## src/rtl/psd_pkg.sv

```systemverilog
// ----------------------------------------------------------------------------
// psd_pkg
// Shared types, constants and modular helpers for the power series divider.
// ----------------------------------------------------------------------------
package psd_pkg;

    localparam int WORD_W       = 64;
    localparam int CNT_W        = 6;
    localparam int LEN_W        = 7;
    localparam int DEF_MAX_LEN  = 64;
    localparam int PADDR_W      = 5;

    localparam logic [CNT_W-1:0] STEP_LAST = CNT_W'(WORD_W - 1);

    // Register indexes of the configuration port.
    localparam logic [1:0] REG_MODULUS = 2'd0;
    localparam logic [1:0] REG_NUM_LEN = 2'd1;
    localparam logic [1:0] REG_DEN_LEN = 2'd2;

    // Status codes of a result item.
    localparam logic [1:0] ST_OK      = 2'd0;
    localparam logic [1:0] ST_NOT_INV = 2'd1;
    localparam logic [1:0] ST_TOO_LONG = 2'd2;

    typedef enum logic [4:0] {
        DP_NOP,
        DP_LOAD,
        DP_DIV_STEP,
        DP_SAVE_A,
        DP_SAVE_B,
        DP_EU_DIV,
        DP_EU_MUL,
        DP_MUL_DBL,
        DP_MUL_ADD,
        DP_EU_NEXT,
        DP_EU_END,
        DP_S_CLR,
        DP_DOT_RD,
        DP_DOT_MUL,
        DP_DOT_ACC,
        DP_FIN_MUL,
        DP_FIN_WR,
        DP_ERR_WR,
        DP_OUT_Q,
        DP_OUT_ZERO
    } t_dp_op;

    typedef struct packed {
        t_dp_op op;
        logic   num_use;
        logic   den_use;
    } t_dp_cmd;

    typedef struct packed {
        logic r1_zero;
        logic r0_one;
    } t_dp_stat;

    // (a + b) mod m for a, b below m.
    function automatic logic [WORD_W-1:0] add_m(input logic [WORD_W-1:0] a,
                                                input logic [WORD_W-1:0] b,
                                                input logic [WORD_W-1:0] m);
        logic [WORD_W-1:0] room;
        room = m - b;
        return (a >= room) ? (a - room) : (a + b);
    endfunction

    // (a - b) mod m for a, b below m.
    function automatic logic [WORD_W-1:0] sub_m(input logic [WORD_W-1:0] a,
                                                input logic [WORD_W-1:0] b,
                                                input logic [WORD_W-1:0] m);
        return (a >= b) ? (a - b) : (a - b + m);
    endfunction

endpackage

```

## src/rtl/psd_ctrl.sv

```systemverilog
// ----------------------------------------------------------------------------
// psd_ctrl
// Controller: sequences reduction, inversion, dot product and result hand-off.
// ----------------------------------------------------------------------------
module psd_ctrl import psd_pkg::*; #(
    parameter int MAX_LEN = DEF_MAX_LEN,
    parameter int AW      = $clog2(MAX_LEN),
    parameter int IW      = $clog2(MAX_LEN + 1)
) (
    input  logic             i_clk,
    input  logic             i_rst_n,
    input  logic             i_in_valid,
    output logic             o_in_ready,
    input  logic             i_first_coeff,
    output logic             o_out_valid,
    input  logic             i_out_ready,
    output logic [1:0]       o_status,
    input  logic [LEN_W-1:0] i_num_len,
    input  logic [LEN_W-1:0] i_den_len,
    input  t_dp_stat         i_stat,
    output t_dp_cmd          o_cmd,
    output logic [AW-1:0]    o_wr_addr,
    output logic [AW-1:0]    o_rd_den_addr,
    output logic [AW-1:0]    o_rd_quot_addr
);

    typedef enum logic [4:0] {
        S_IDLE, S_RED_A, S_SAVE_A, S_RED_B, S_SAVE_B, S_EU_CHK, S_EU_DIVL,
        S_EU_MUL, S_EU_NEXT, S_EU_END, S_MDBL, S_MADD, S_ERR, S_DOT_START,
        S_DOT_RD, S_DOT_MUL, S_DOT_ACC, S_FIN, S_FIN_WR, S_OUT
    } t_state;

    t_state            r_state, n_state, r_ret, n_ret;
    logic [IW-1:0]     r_idx, n_idx;
    logic [AW-1:0]     r_j, n_j;
    logic [CNT_W-1:0]  r_cnt, n_cnt;
    logic              r_err, n_err, r_zero, n_zero, r_ovalid, n_ovalid;
    logic [1:0]        r_stat, n_stat, r_pend, n_pend;
    logic [IW-1:0]     idx_eff;
    logic              out_free;

    assign idx_eff        = i_first_coeff ? '0 : r_idx;
    assign out_free       = !r_ovalid || i_out_ready;
    assign o_in_ready     = (r_state == S_IDLE);
    assign o_out_valid    = r_ovalid;
    assign o_status       = r_stat;
    assign o_wr_addr      = r_idx[AW-1:0];
    assign o_rd_den_addr  = r_j + AW'(1);
    assign o_rd_quot_addr = AW'(r_idx - IW'(1) - IW'(r_j));

    always_comb begin
        n_state = r_state;
        n_ret   = r_ret;
        n_idx   = r_idx;
        n_j     = r_j;
        n_cnt   = r_cnt;
        n_err   = r_err;
        n_zero  = r_zero;
        n_stat  = r_stat;
        n_pend  = r_pend;
        n_ovalid = (r_ovalid && !i_out_ready);
        o_cmd.op      = DP_NOP;
        o_cmd.num_use = (LEN_W'(idx_eff) < i_num_len);
        o_cmd.den_use = (LEN_W'(idx_eff) < i_den_len);
        unique case (r_state)
            S_IDLE: begin
                if (i_in_valid) begin
                    n_idx = idx_eff;
                    if (i_first_coeff) begin
                        n_err = 1'b0;
                    end
                    if (idx_eff >= IW'(MAX_LEN)) begin
                        n_pend  = ST_TOO_LONG;
                        n_zero  = 1'b1;
                        n_state = S_OUT;
                    end else begin
                        o_cmd.op = DP_LOAD;
                        n_cnt    = '0;
                        n_state  = S_RED_A;
                    end
                end
            end
            S_RED_A, S_RED_B, S_EU_DIVL: begin
                o_cmd.op = DP_DIV_STEP;
                n_cnt    = r_cnt + CNT_W'(1);
                if (r_cnt == STEP_LAST) begin
                    n_state = (r_state == S_RED_A) ? S_SAVE_A :
                              (r_state == S_RED_B) ? S_SAVE_B : S_EU_MUL;
                end
            end
            S_SAVE_A: begin
                o_cmd.op = DP_SAVE_A;
                n_cnt    = '0;
                n_state  = S_RED_B;
            end
            S_SAVE_B: begin
                o_cmd.op = DP_SAVE_B;
                if (r_idx == '0) begin
                    n_state = S_EU_CHK;
                end else if (r_err) begin
                    n_state = S_ERR;
                end else begin
                    n_state = S_DOT_START;
                end
            end
            S_EU_CHK: begin
                if (i_stat.r1_zero) begin
                    n_state = S_EU_END;
                end else begin
                    o_cmd.op = DP_EU_DIV;
                    n_cnt    = '0;
                    n_state  = S_EU_DIVL;
                end
            end
            S_EU_MUL: begin
                o_cmd.op = DP_EU_MUL;
                n_cnt    = '0;
                n_ret    = S_EU_NEXT;
                n_state  = S_MDBL;
            end
            S_EU_NEXT: begin
                o_cmd.op = DP_EU_NEXT;
                n_state  = S_EU_CHK;
            end
            S_EU_END: begin
                o_cmd.op = DP_EU_END;
                if (!i_stat.r0_one) begin
                    n_err   = 1'b1;
                    n_state = S_ERR;
                end else begin
                    n_state = S_DOT_START;
                end
            end
            S_MDBL: begin
                o_cmd.op = DP_MUL_DBL;
                n_state  = S_MADD;
            end
            S_MADD: begin
                o_cmd.op = DP_MUL_ADD;
                n_cnt    = r_cnt + CNT_W'(1);
                n_state  = (r_cnt == STEP_LAST) ? r_ret : S_MDBL;
            end
            S_ERR: begin
                o_cmd.op = DP_ERR_WR;
                n_pend   = ST_NOT_INV;
                n_zero   = 1'b1;
                n_idx    = r_idx + IW'(1);
                n_state  = S_OUT;
            end
            S_DOT_START: begin
                o_cmd.op = DP_S_CLR;
                n_j      = '0;
                n_state  = (r_idx == '0) ? S_FIN : S_DOT_RD;
            end
            S_DOT_RD: begin
                o_cmd.op = DP_DOT_RD;
                n_state  = S_DOT_MUL;
            end
            S_DOT_MUL: begin
                o_cmd.op = DP_DOT_MUL;
                n_cnt    = '0;
                n_ret    = S_DOT_ACC;
                n_state  = S_MDBL;
            end
            S_DOT_ACC: begin
                o_cmd.op = DP_DOT_ACC;
                n_j      = r_j + AW'(1);
                n_state  = (IW'(r_j) + IW'(1) == r_idx) ? S_FIN : S_DOT_RD;
            end
            S_FIN: begin
                o_cmd.op = DP_FIN_MUL;
                n_cnt    = '0;
                n_ret    = S_FIN_WR;
                n_state  = S_MDBL;
            end
            S_FIN_WR: begin
                o_cmd.op = DP_FIN_WR;
                n_pend   = ST_OK;
                n_zero   = 1'b0;
                n_idx    = r_idx + IW'(1);
                n_state  = S_OUT;
            end
            S_OUT: begin
                // The status moves to the output register together with the
                // quotient, so a result still waiting keeps its own status.
                if (out_free) begin
                    o_cmd.op = r_zero ? DP_OUT_ZERO : DP_OUT_Q;
                    n_stat   = r_pend;
                    n_ovalid = 1'b1;
                    n_state  = S_IDLE;
                end
            end
            default: begin
                n_state = S_IDLE;
            end
        endcase
    end

    always_ff @(posedge i_clk) begin
        if (!i_rst_n) begin
            r_state  <= S_IDLE;
            r_ret    <= S_IDLE;
            r_idx    <= '0;
            r_j      <= '0;
            r_cnt    <= '0;
            r_err    <= 1'b0;
            r_zero   <= 1'b0;
            r_stat   <= ST_OK;
            r_pend   <= ST_OK;
            r_ovalid <= 1'b0;
        end else begin
            r_state  <= n_state;
            r_ret    <= n_ret;
            r_idx    <= n_idx;
            r_j      <= n_j;
            r_cnt    <= n_cnt;
            r_err    <= n_err;
            r_zero   <= n_zero;
            r_stat   <= n_stat;
            r_pend   <= n_pend;
            r_ovalid <= n_ovalid;
        end
    end

endmodule

```

## config.mk

```make
export PLATFORM = sky130hd
export DESIGN_NAME = psd_ctrl
export DESIGN_NICKNAME = d
export VERILOG_FILES = /design/src/rtl/psd_pkg.sv /design/src/rtl/psd_ctrl.sv
export SDC_FILE = /design/constraint.sdc
export NUM_CORES = 1
export LEC_CHECK = 0
export ABC_AREA = 1
export CORE_ASPECT_RATIO = 0.5
export CORE_MARGIN = 3
export CORE_UTILIZATION = 54
export CTS_CLUSTER_DIAMETER = 60
export CTS_CLUSTER_SIZE = 16
export DETAILED_ROUTE_END_ITERATION = 6
export DONT_BUFFER_PORTS = 1
export PLACE_DENSITY_LB_ADDON = 0.12
export SYNTH_ARGS = -nofsm -noshare
export SYNTH_HDL_FRONTEND = slang
export SYNTH_SLANG_ARGS = --single-unit
```

## constraint.sdc

```tcl
create_clock -name i_clk -period 2.4 [get_ports i_clk]
set_clock_uncertainty 0.2 [all_clocks]
set_input_delay 0.12 -clock i_clk [delete_from_list [all_inputs] [get_ports i_clk]]
set_output_delay 0.12 -clock i_clk [all_outputs]
set_load 0.05 [all_outputs]
```

# == After elaboration in Yosys (flattened, before gate mapping) ==
# Index checks and enable logic that the tools add are counted.
# op_classes
add_sub_neg,6
magnitude_cmp,3
eq_ne,29
n_mux,41
n_reduce_logical,23
# op_table
operator,count
$pmux 5 s18,1
$pmux 5 s15,1
$eq 5x4->1 const B,8
$mux 5,8
$pmux 6 s4,1
$eq 5x3->1 const B,4
$eq 5x5->1 const B,4
$mux 6,3
$pmux 5 s3,1
$lt 7x7->1,2
$mux 7,2
$pmux 7 s2,1
$add 6x1->6 const B,2
$mux 1,12
$ne 2x2->1 const B,6
$pmux 6 s2,1
$eq 5x2->1 const B,2
$mux 4,2
$reduce_and 4->1,2
$reduce_or 4->1,2
$add 6x1->7 const B,1
$add 7x1->7 const B,1
$eq 7x7->1,1
$ge 7x7->1 const B,1
22 further kinds,33
# word_totals
regBits,36
inputBits,21
out_inout_bits,29
elab_cells,112

# == Depth between registers and ports, before layout ==
# Gate-level depths: netlist (run 1).
# logic_depth
word_depth,5
ltp_mapped,13

# == Least setup slack after synthesis (run 1) ==
# Ideal clock, no wire load.
# synth_timing
kind,flip-flop to output port
from,reg r_idx[2]
to,out o_cmd[1] in the netlist's numbering
t_arrival_ps,3692
required_ps,2080
setup_slack_ps,-1612
stages_incl_launch_ff,8
n_path_buf,1
cell_sequence,dfxtp_1 -> clkbuf_1 -> inv_1 -> nor2_1 -> ha_1 -> a21oi_1 -> a21oi_1 -> a2111oi_0
# synth_lines
element,line,text
"start, declared",psd_ctrl.sv:34,"logic [IW-1:0] r_idx, n_idx;"
"start signal, assigned",psd_ctrl.sv:214,r_idx <= n_idx;
"end, declared",psd_ctrl.sv:21,"output t_dp_cmd o_cmd,"

# == Final worst setup path (run 1) ==
# layout_timing
from,reg r_j[1]
to,out o_rd_quot_addr[5]
# layout_between
elab_chain_cells,1
# layout_lines
element,line,text
"start, declared",psd_ctrl.sv:35,"logic [AW-1:0] r_j, n_j;"
"start signal, assigned",psd_ctrl.sv:215,r_j <= n_j;
$sub 6x6->6,psd_ctrl.sv:49,assign o_rd_quot_addr = AW'(r_idx - IW'(1) - IW'(r_j));
"end, declared",psd_ctrl.sv:24,output logic [AW-1:0] o_rd_quot_addr
# No other way between the ends.

==> out/qor.txt, run 1 <==
status -> finished clean
final non-filler cell total -> 565
Vias/cell -> 5.64
critical path's largest stage delay -> 0.37 ns
Synth Area per Inst -> 6.23 um2
number of global-route vias before repair -> 2986
P_leak -> 1.68 nW
Least-Margin Pin Slew -> 0.844 ns
Area Overhead vs Synth -> 17.7%
final setup margin -> 0.0127 ns
share of the synthesized area in the top cell type -> 23.5%
Max Fclk -> 0.419 GHz
internal cell power -> 0.00197 W
Primary FF master, synth -> dfxtp_1
Crit Path Category -> flip-flop to output pin
initial DRC count -> 271
Netlist cell types -> 38
Sw Ratio -> 55.0%
Pre-antenna DRT Iters -> 5
share of cells above drive strength 1 -> 17.4%
Worst slew margin -> 43.7%
Die Y-Extent -> 57.8 um
Inst Count DP -> 548
fin nets -> 537
post-synth top area cell -> dfxtp_1
drt total wl -> 8820 um
setup_tns -> 0 ns
worst path arrival time -> 2.07 ns
count of inserted antenna diode cells -> 0
critical path launch point type -> flip-flop
Buf+Inv Stages, Crit Path -> 3
delay-heaviest family, CP -> compound AO/OA/AOI/OAI gates
crit-path cells -> inv_1, ha_1, a21oi_2, inv_1, a31oi_2, o21ai_1, a21oi_2, xor2_2, buf_12
EDFF count, synth -> 0
first-pass GRT wire length -> 13700 um
Root Buffer -> clkbuf_8
FF+latch count, synth -> 34
Detail Placement HPWL -> 6570 um
ranking of synthesized cells by area -> dfxtp_1, nand2_1, inv_1
final hold violation count -> 0
Clock Latency Late Sink -> 0.29 ns
P per Cell Area -> 1290 mW/mm2
clock buffer depth -> 2
DR WL/cell -> 15.6 um
Tightest Hold Check Type -> primary input to flip-flop
WHS -> 0.0206 ns
I/O pin cnt -> 50
# rows -> 18
Residual DRC -> 0
Async S/R FF share, synth -> 0%
register area -> 694 um2
Clock H-tree levels -> 2
gr usage total -> 27.7%
initial antenna violation count -> 0
final RePlAce weighted congestion -> 0.918
most common cell after layout, fill and taps aside -> nand2_1
Max Cap Violations -> 0
area occupied by multi-input gates -> 0.00191 mm2
Final Setup Violations -> 0
Final period util -> 99.5%
vias -> 3184
commonest cells after routing, fill and taps aside -> nand2_1, inv_1, nor2_1
CTS Sinks -> 34
Syn. warnings -> 0
grt total ovfl -> 0
Final Slew Violations -> 0
Logic pwr share -> 71.4%
synthesized area -> 0.00290 mm2
largest net degree at the start of global routing -> 23
Die W -> 110 um
Clock Power Share -> 10.5%
Period minus WS final -> 2.39 ns
unrepaired setup endpoints after global routing -> yes
Syn Nets -> 508
CTS tree -> yes
part of the Yosys area used for sequential elements -> 23.5%
Psw -> 0.00242 W
Reg clk slew, reported paths -> 0.08 ns
worst vdd ir -> 1.07 mV
cells after synthesis -> 465
endpoint class of the critical path -> output pin
Slowest-stage cell, CP -> dfxtp_2
total CTS buffers -> 5
required time of the critical path -> 2.08 ns
largest fanout on the critical path -> 5
die area -> 0.00633 mm2
Flop pwr share -> 18.1%
Routed Antenna Nets -> 0
port bufs -> 0
# fillers -> 454
Core Area -> 0.00504 mm2
Initial Utilization -> 57.4%
pre-CTS setup slack -> 0.0720 ns
-- timing repair --
action                                  in CTS  in global routing
hold endpoints to repair                    16                  0
hold buffers                                 5                  0
pin swaps                                    4                  5
buffers inserted                             2                  2
endpoints found under the setup margin       3                  9
gates resized for setup                      9                 18
-- layer usage --
layer	track usage, %	part of all wire (%)	up-vias
li1	-	-	1564
met1	35.6	42	1444
met2	47.1	46	155
met3	6.34	10	21
met4	7.46	1.6	0
met5	0	0	-
-- sequential cells by signal, indices dropped and copies added, names as in the netlist --
name	cells
r_j	6
r_idx	7
o_status	2
o_out_valid	1
r_err	1
r_state	5
r_cnt	6
r_zero	1
r_ret	3
r_pend	2
-- power groups by stage --
stage / registers (W) / logic [W] / clock network [W]
2_1_floorplan: 0.000774 / 0.00213 / 0
3_3_place_gp: 0.000782 / 0.00289 / 0
3_5_place_dp: 0.000787 / 0.00294 / 0
4_1_cts: 0.000782 / 0.00305 / 0.000461
5_1_grt: 0.000806 / 0.00335 / 0.000492
6_report: 0.000792 / 0.00313 / 0.000463
-- worst min-delay path, delay by kind of cell --
| family | cells | cell delay, ns |
|---|---|---|
| AND/OR/NAND/NOR | 3 | 0.16 |
| AO/OA/AOI/OAI | 2 | 0.19 |
-- worst paths after layout --
kind         cells past startpoint  slack [ns]           from                end
max                              9        0.01         r_j[1]  o_rd_quot_addr[5]
min                              5        0.02  i_first_coeff           r_idx[3]
max reg2reg                      9        0.13     r_state[1]          r_pend[1]
min reg2reg                      2        0.27          r_err              r_err
-- through the flow --
step | utilization, % | area [um2] | power (W)
floorplan | - | 2920 | 0.00290
global placement | 62.8 | 3170 | 0.00367
detailed placement | 62.8 | 3170 | 0.00373
CTS | 66.5 | 3360 | 0.00429
global route | 67.6 | 3410 | 0.00465
finish | 67.6 | 3410 | 0.00439
-- cells by family after synthesis --
kind of cell,count (synthesis),synth area share [%]
adders and majority gates,22,9.77
buffers and inverters,94,13.5
and+or+nand+nor,230,34.5
xor gates and xnor gates,10,3.03
AOI/OAI and AO/OA,75,15.6
DFF,34,23.5
-- cell usage after synthesis (all sizes together) (2+ instances only) --
library cell	number
o211ai	3
xor2	8
xnor2	2
inv	79
nor3	3
clkbuf	5
nand4	12
a311oi	2
nand2	114
dfxtp	34
a221oi	3
nand3	34
ha	21
o311ai	3
buf	10
a211oi	3
a21oi	32
o21ai	22
nor2	64
a31oi	3
-- layout make-up --
class                      count  area share [%]
clock buffer                   7            2.53
clock inverter                 1           0.147
inverter                      79            8.77
multi-input combinational    337            56.0
sequential                    34            20.4
tap                           70            2.57
timing repair buffer          37            9.62
No activity file was read; power rests on OpenSTA's default activity.
==> run 2, diff against run 1 <==
--- a/config.mk
+++ b/config.mk
@@ -5,10 +5,10 @@
 export SDC_FILE = /design/constraint.sdc
 export NUM_CORES = 1
 export LEC_CHECK = 0
-export ABC_AREA = 1
+export ABC_AREA = 0
 export CORE_ASPECT_RATIO = 0.5
 export CORE_MARGIN = 3
-export CORE_UTILIZATION = 54
+export CORE_UTILIZATION = 30
 export CTS_CLUSTER_DIAMETER = 60
 export CTS_CLUSTER_SIZE = 16
 export DETAILED_ROUTE_END_ITERATION = 6
==> run 2 against run 1 <==
Effect of this change:
- combinational power fell by 61%
- first-iteration DRC count decreased by 34%
- global-route usage fell by 10 points
- sequential share of layout area is 1.5 points lower
- via count down 11%
- cell area increased by 7.3%
- critical path type unchanged
- cell count shrank 3.0%
==> out/qor.txt, run 2 <==
status -> finished clean
final setup margin -> 0.0624 ns (+0.0497 ns)
cell with the most instances after synthesis -> nor2_1
# rows -> 24 (+6)
Final period util -> 97.4% (-2.1 points)
Worst slew margin -> 46.5% (+2.8 points)
ranking of synthesized cells by area -> dfxtp_1, ha_1, nor2_1
Inst Count DP -> 533 (-2.7%)
Max Cap Violations -> 0 (unchanged)
critical path launch point type -> flip-flop
largest net degree at the start of global routing -> 24 (+4.3%)
Async S/R FF share, synth -> 0% (unchanged)
Tot Pwr -> 0.00256 W (-42%)
Area Overhead vs Synth -> 28.6%
Sw Ratio -> 41.9% (-13 points)
Commonest cells post-synth -> nor2_1, dfxtp_1, a21oi_1
Final Slew Violations -> 0 (unchanged)
Syn Nets -> 427 (-16%)
P per Cell Area -> 700 mW/mm2 (-46%)
Synth Area per Inst -> 7.40 um2 (+19%)
gr usage total -> 17.6% (-10 points)
part of the Yosys area used for sequential elements -> 23.9% (+0.43 points)
synthesized area -> 0.00284 mm2 (-1.8%)
Least-Margin Pin Slew -> 0.802 ns (-0.0419 ns)
Largest register FFs -> 7 (unchanged)
Final Setup Violations -> 0 (unchanged)
commonest cells after routing, fill and taps aside -> buf_4, nor2_1, nand2_1
I/O pin cnt -> 50 (unchanged)
most common cell after layout, fill and taps aside -> buf_4
Clock Latency Late Sink -> 0.29 ns (about the same)
CTS tree -> yes
Psw -> 0.00107 W (-56%)
vias -> 2840 (-11%)
Crit Path Category -> flip-flop to output pin
EDFF count, synth -> 0 (unchanged)
Die W -> 144 um (+31%)
grt total ovfl -> 0 (unchanged)
FF+latch count, synth -> 34 (unchanged)
post-synth top area cell -> dfxtp_1
Syn. warnings -> 0 (unchanged)
number of global-route vias before repair -> 2863 (-4.1%)
Largest Register -> r_idx
clock buffer depth -> 2 (unchanged)
initial DRC count -> 180 (-34%)
Logic pwr share -> 47.2% (-24 points)
Design Area, Final -> 0.00366 mm2 (+7.3%)
Reg clk slew, reported paths -> 0.06 ns (-0.02 ns)
cells after synthesis -> 384 (-17%)
endpoint class of the critical path -> output pin
count of inserted antenna diode cells -> 0 (unchanged)
share of cells above drive strength 1 -> 23.7% (+6.3 points)
Post-DP Area -> 0.00337 mm2 (+6.2%)
Flop pwr share -> 26.3% (+8.2 points)
Max Fclk -> 0.428 GHz (+2.1%)
Post-CTS Setup Repair Bufs -> 0 (-2)
Residual DRC -> 0 (unchanged)
Initial Utilization -> 31.8% (-26 points)
Die Y-Extent -> 74.8 um (+30%)
die area -> 0.0108 mm2 (+70%)
Primary FF master, synth -> dfxtp_1
Clock Power Share -> 26.5% (+16 points)
top flop regs -> r_idx x7, r_cnt x6, r_j x6
final RePlAce weighted congestion -> 0.921 (+0.26%)
P_leak -> 1.53 nW (-9.1%)
total CTS buffers -> 5 (unchanged)
pre-CTS setup slack -> 0.159 ns (+0.0871 ns)
Core Area -> 0.00895 mm2 (+77%)
first-pass GRT wire length -> 14900 um (+8.4%)
Vias/cell -> 5.18 (-8.0%)
largest fanout on the critical path -> 7 (+2)
internal cell power -> 0.00149 W (-25%)
CTS Sinks -> 34 (unchanged)
required time of the critical path -> 2.08 ns (about the same)
Clock H-tree levels -> 2 (unchanged)
fin nets -> 473 (-12%)
Detail Placement HPWL -> 6960 um (+6.0%)
worst vdd ir -> 0.327 mV (-69%)
Root Buffer -> clkbuf_16
final hold violation count -> 0 (unchanged)
initial antenna violation count -> 0 (unchanged)
Netlist cell types -> 59 (+55%)
Routed Antenna Nets -> 0 (unchanged)
worst path arrival time -> 2.02 ns (-0.05 ns)
# fillers -> 917 (+100%)
final non-filler cell total -> 548 (-3.0%)
DR WL/cell -> 16.6 um (+6.3%)
setup_tns -> 0 ns (unchanged)
unrepaired setup endpoints after global routing -> yes
Tightest Hold Check Type -> primary input to flip-flop
Period minus WS final -> 2.34 ns (-0.0497 ns)
drt total wl -> 9090 um (+3.1%)
Pre-antenna DRT Iters -> 4 (-1)
port bufs -> 0 (unchanged)
share of the synthesized area in the top cell type -> 23.9% (+0.43 points)
run 2: path summary, 6_finish.rpt:
path | start | endpoint | slack [ns] | cells after the start
max | r_idx[1] | o_rd_quot_addr[5] | 0.06 | 8
min reg2reg | r_pend[1] | r_pend[1] | 0.27 | 2
min | i_stat[1] | r_cnt[5] | 0.04 | 4
max reg2reg | r_state[2] | r_zero | 0.21 | 6
run 2: timing repair:
action                                 4_1_cts  5_1_grt
setup endpoints to repair                    5       10
pin swaps                                    1        2
endpoints found under the hold margin       17        0
gates resized for setup                      8       18
hold buffers                                 7        0
run 2: power by group through the flow:
stage	clock [W]	combinational (W)	sequential, W
after global routing	0.000708	0.00132	0.000679
after detailed placement	0	0.00117	0.000680
after global placement	0	0.00117	0.000680
final	0.000679	0.00121	0.000673
after CTS	0.000696	0.00119	0.000669
after floorplan	0	0.000781	0.000650
run 2: worst max-delay path, stage by stage, from the launching register on:
cell and delay [ns]:
dfxtp_2 0.32, buf_6 0.16, ha_1 0.30, a21o_1 0.16, a21oi_2 0.17, o21bai_1 0.11
a21oi_2 0.19, xnor2_2 0.13, buf_6 0.17
run 2: cell type report:
cell class	count	area [um2]	area share (%)
inverters	28	105	2.87
repair buffers	63	539	14.8
well taps	117	146	4.00
flip-flops and latches	34	691	18.9
clock buffers	6	139	3.80
multi-input cells	298	2020	55.3
clock inverters	2	12.5	0.342
run 2: cells by family after synthesis:
group	synth area share, %
and+or+nand+nor	23.4
AOI/OAI and AO/OA	27.0
buffers and inverters	8.14
DFF	23.9
adders and majority gates	9.95
xor gates and xnor gates	6.47
muxes	1.06
run 2: per-layer routing:
layer,vias to the layer above,routed length (um),GRT usage (%)
met5,-,0,0
met4,0,43,2.92
met3,7,523,4.00
met2,57,4190,29.6
met1,1312,4330,23.8
li1,1464,-,-
run 2: per-stage QoR:
step / utilization [%] / hold WS, ns
after floorplan: - / 0.0362
after global placement: 37.6 / 0.0423
after detailed placement: 37.6 / 0.0452
after CTS: 40.3 / 0.0349
after global routing: 40.9 / 0.0623
final: 40.9 / 0.0355
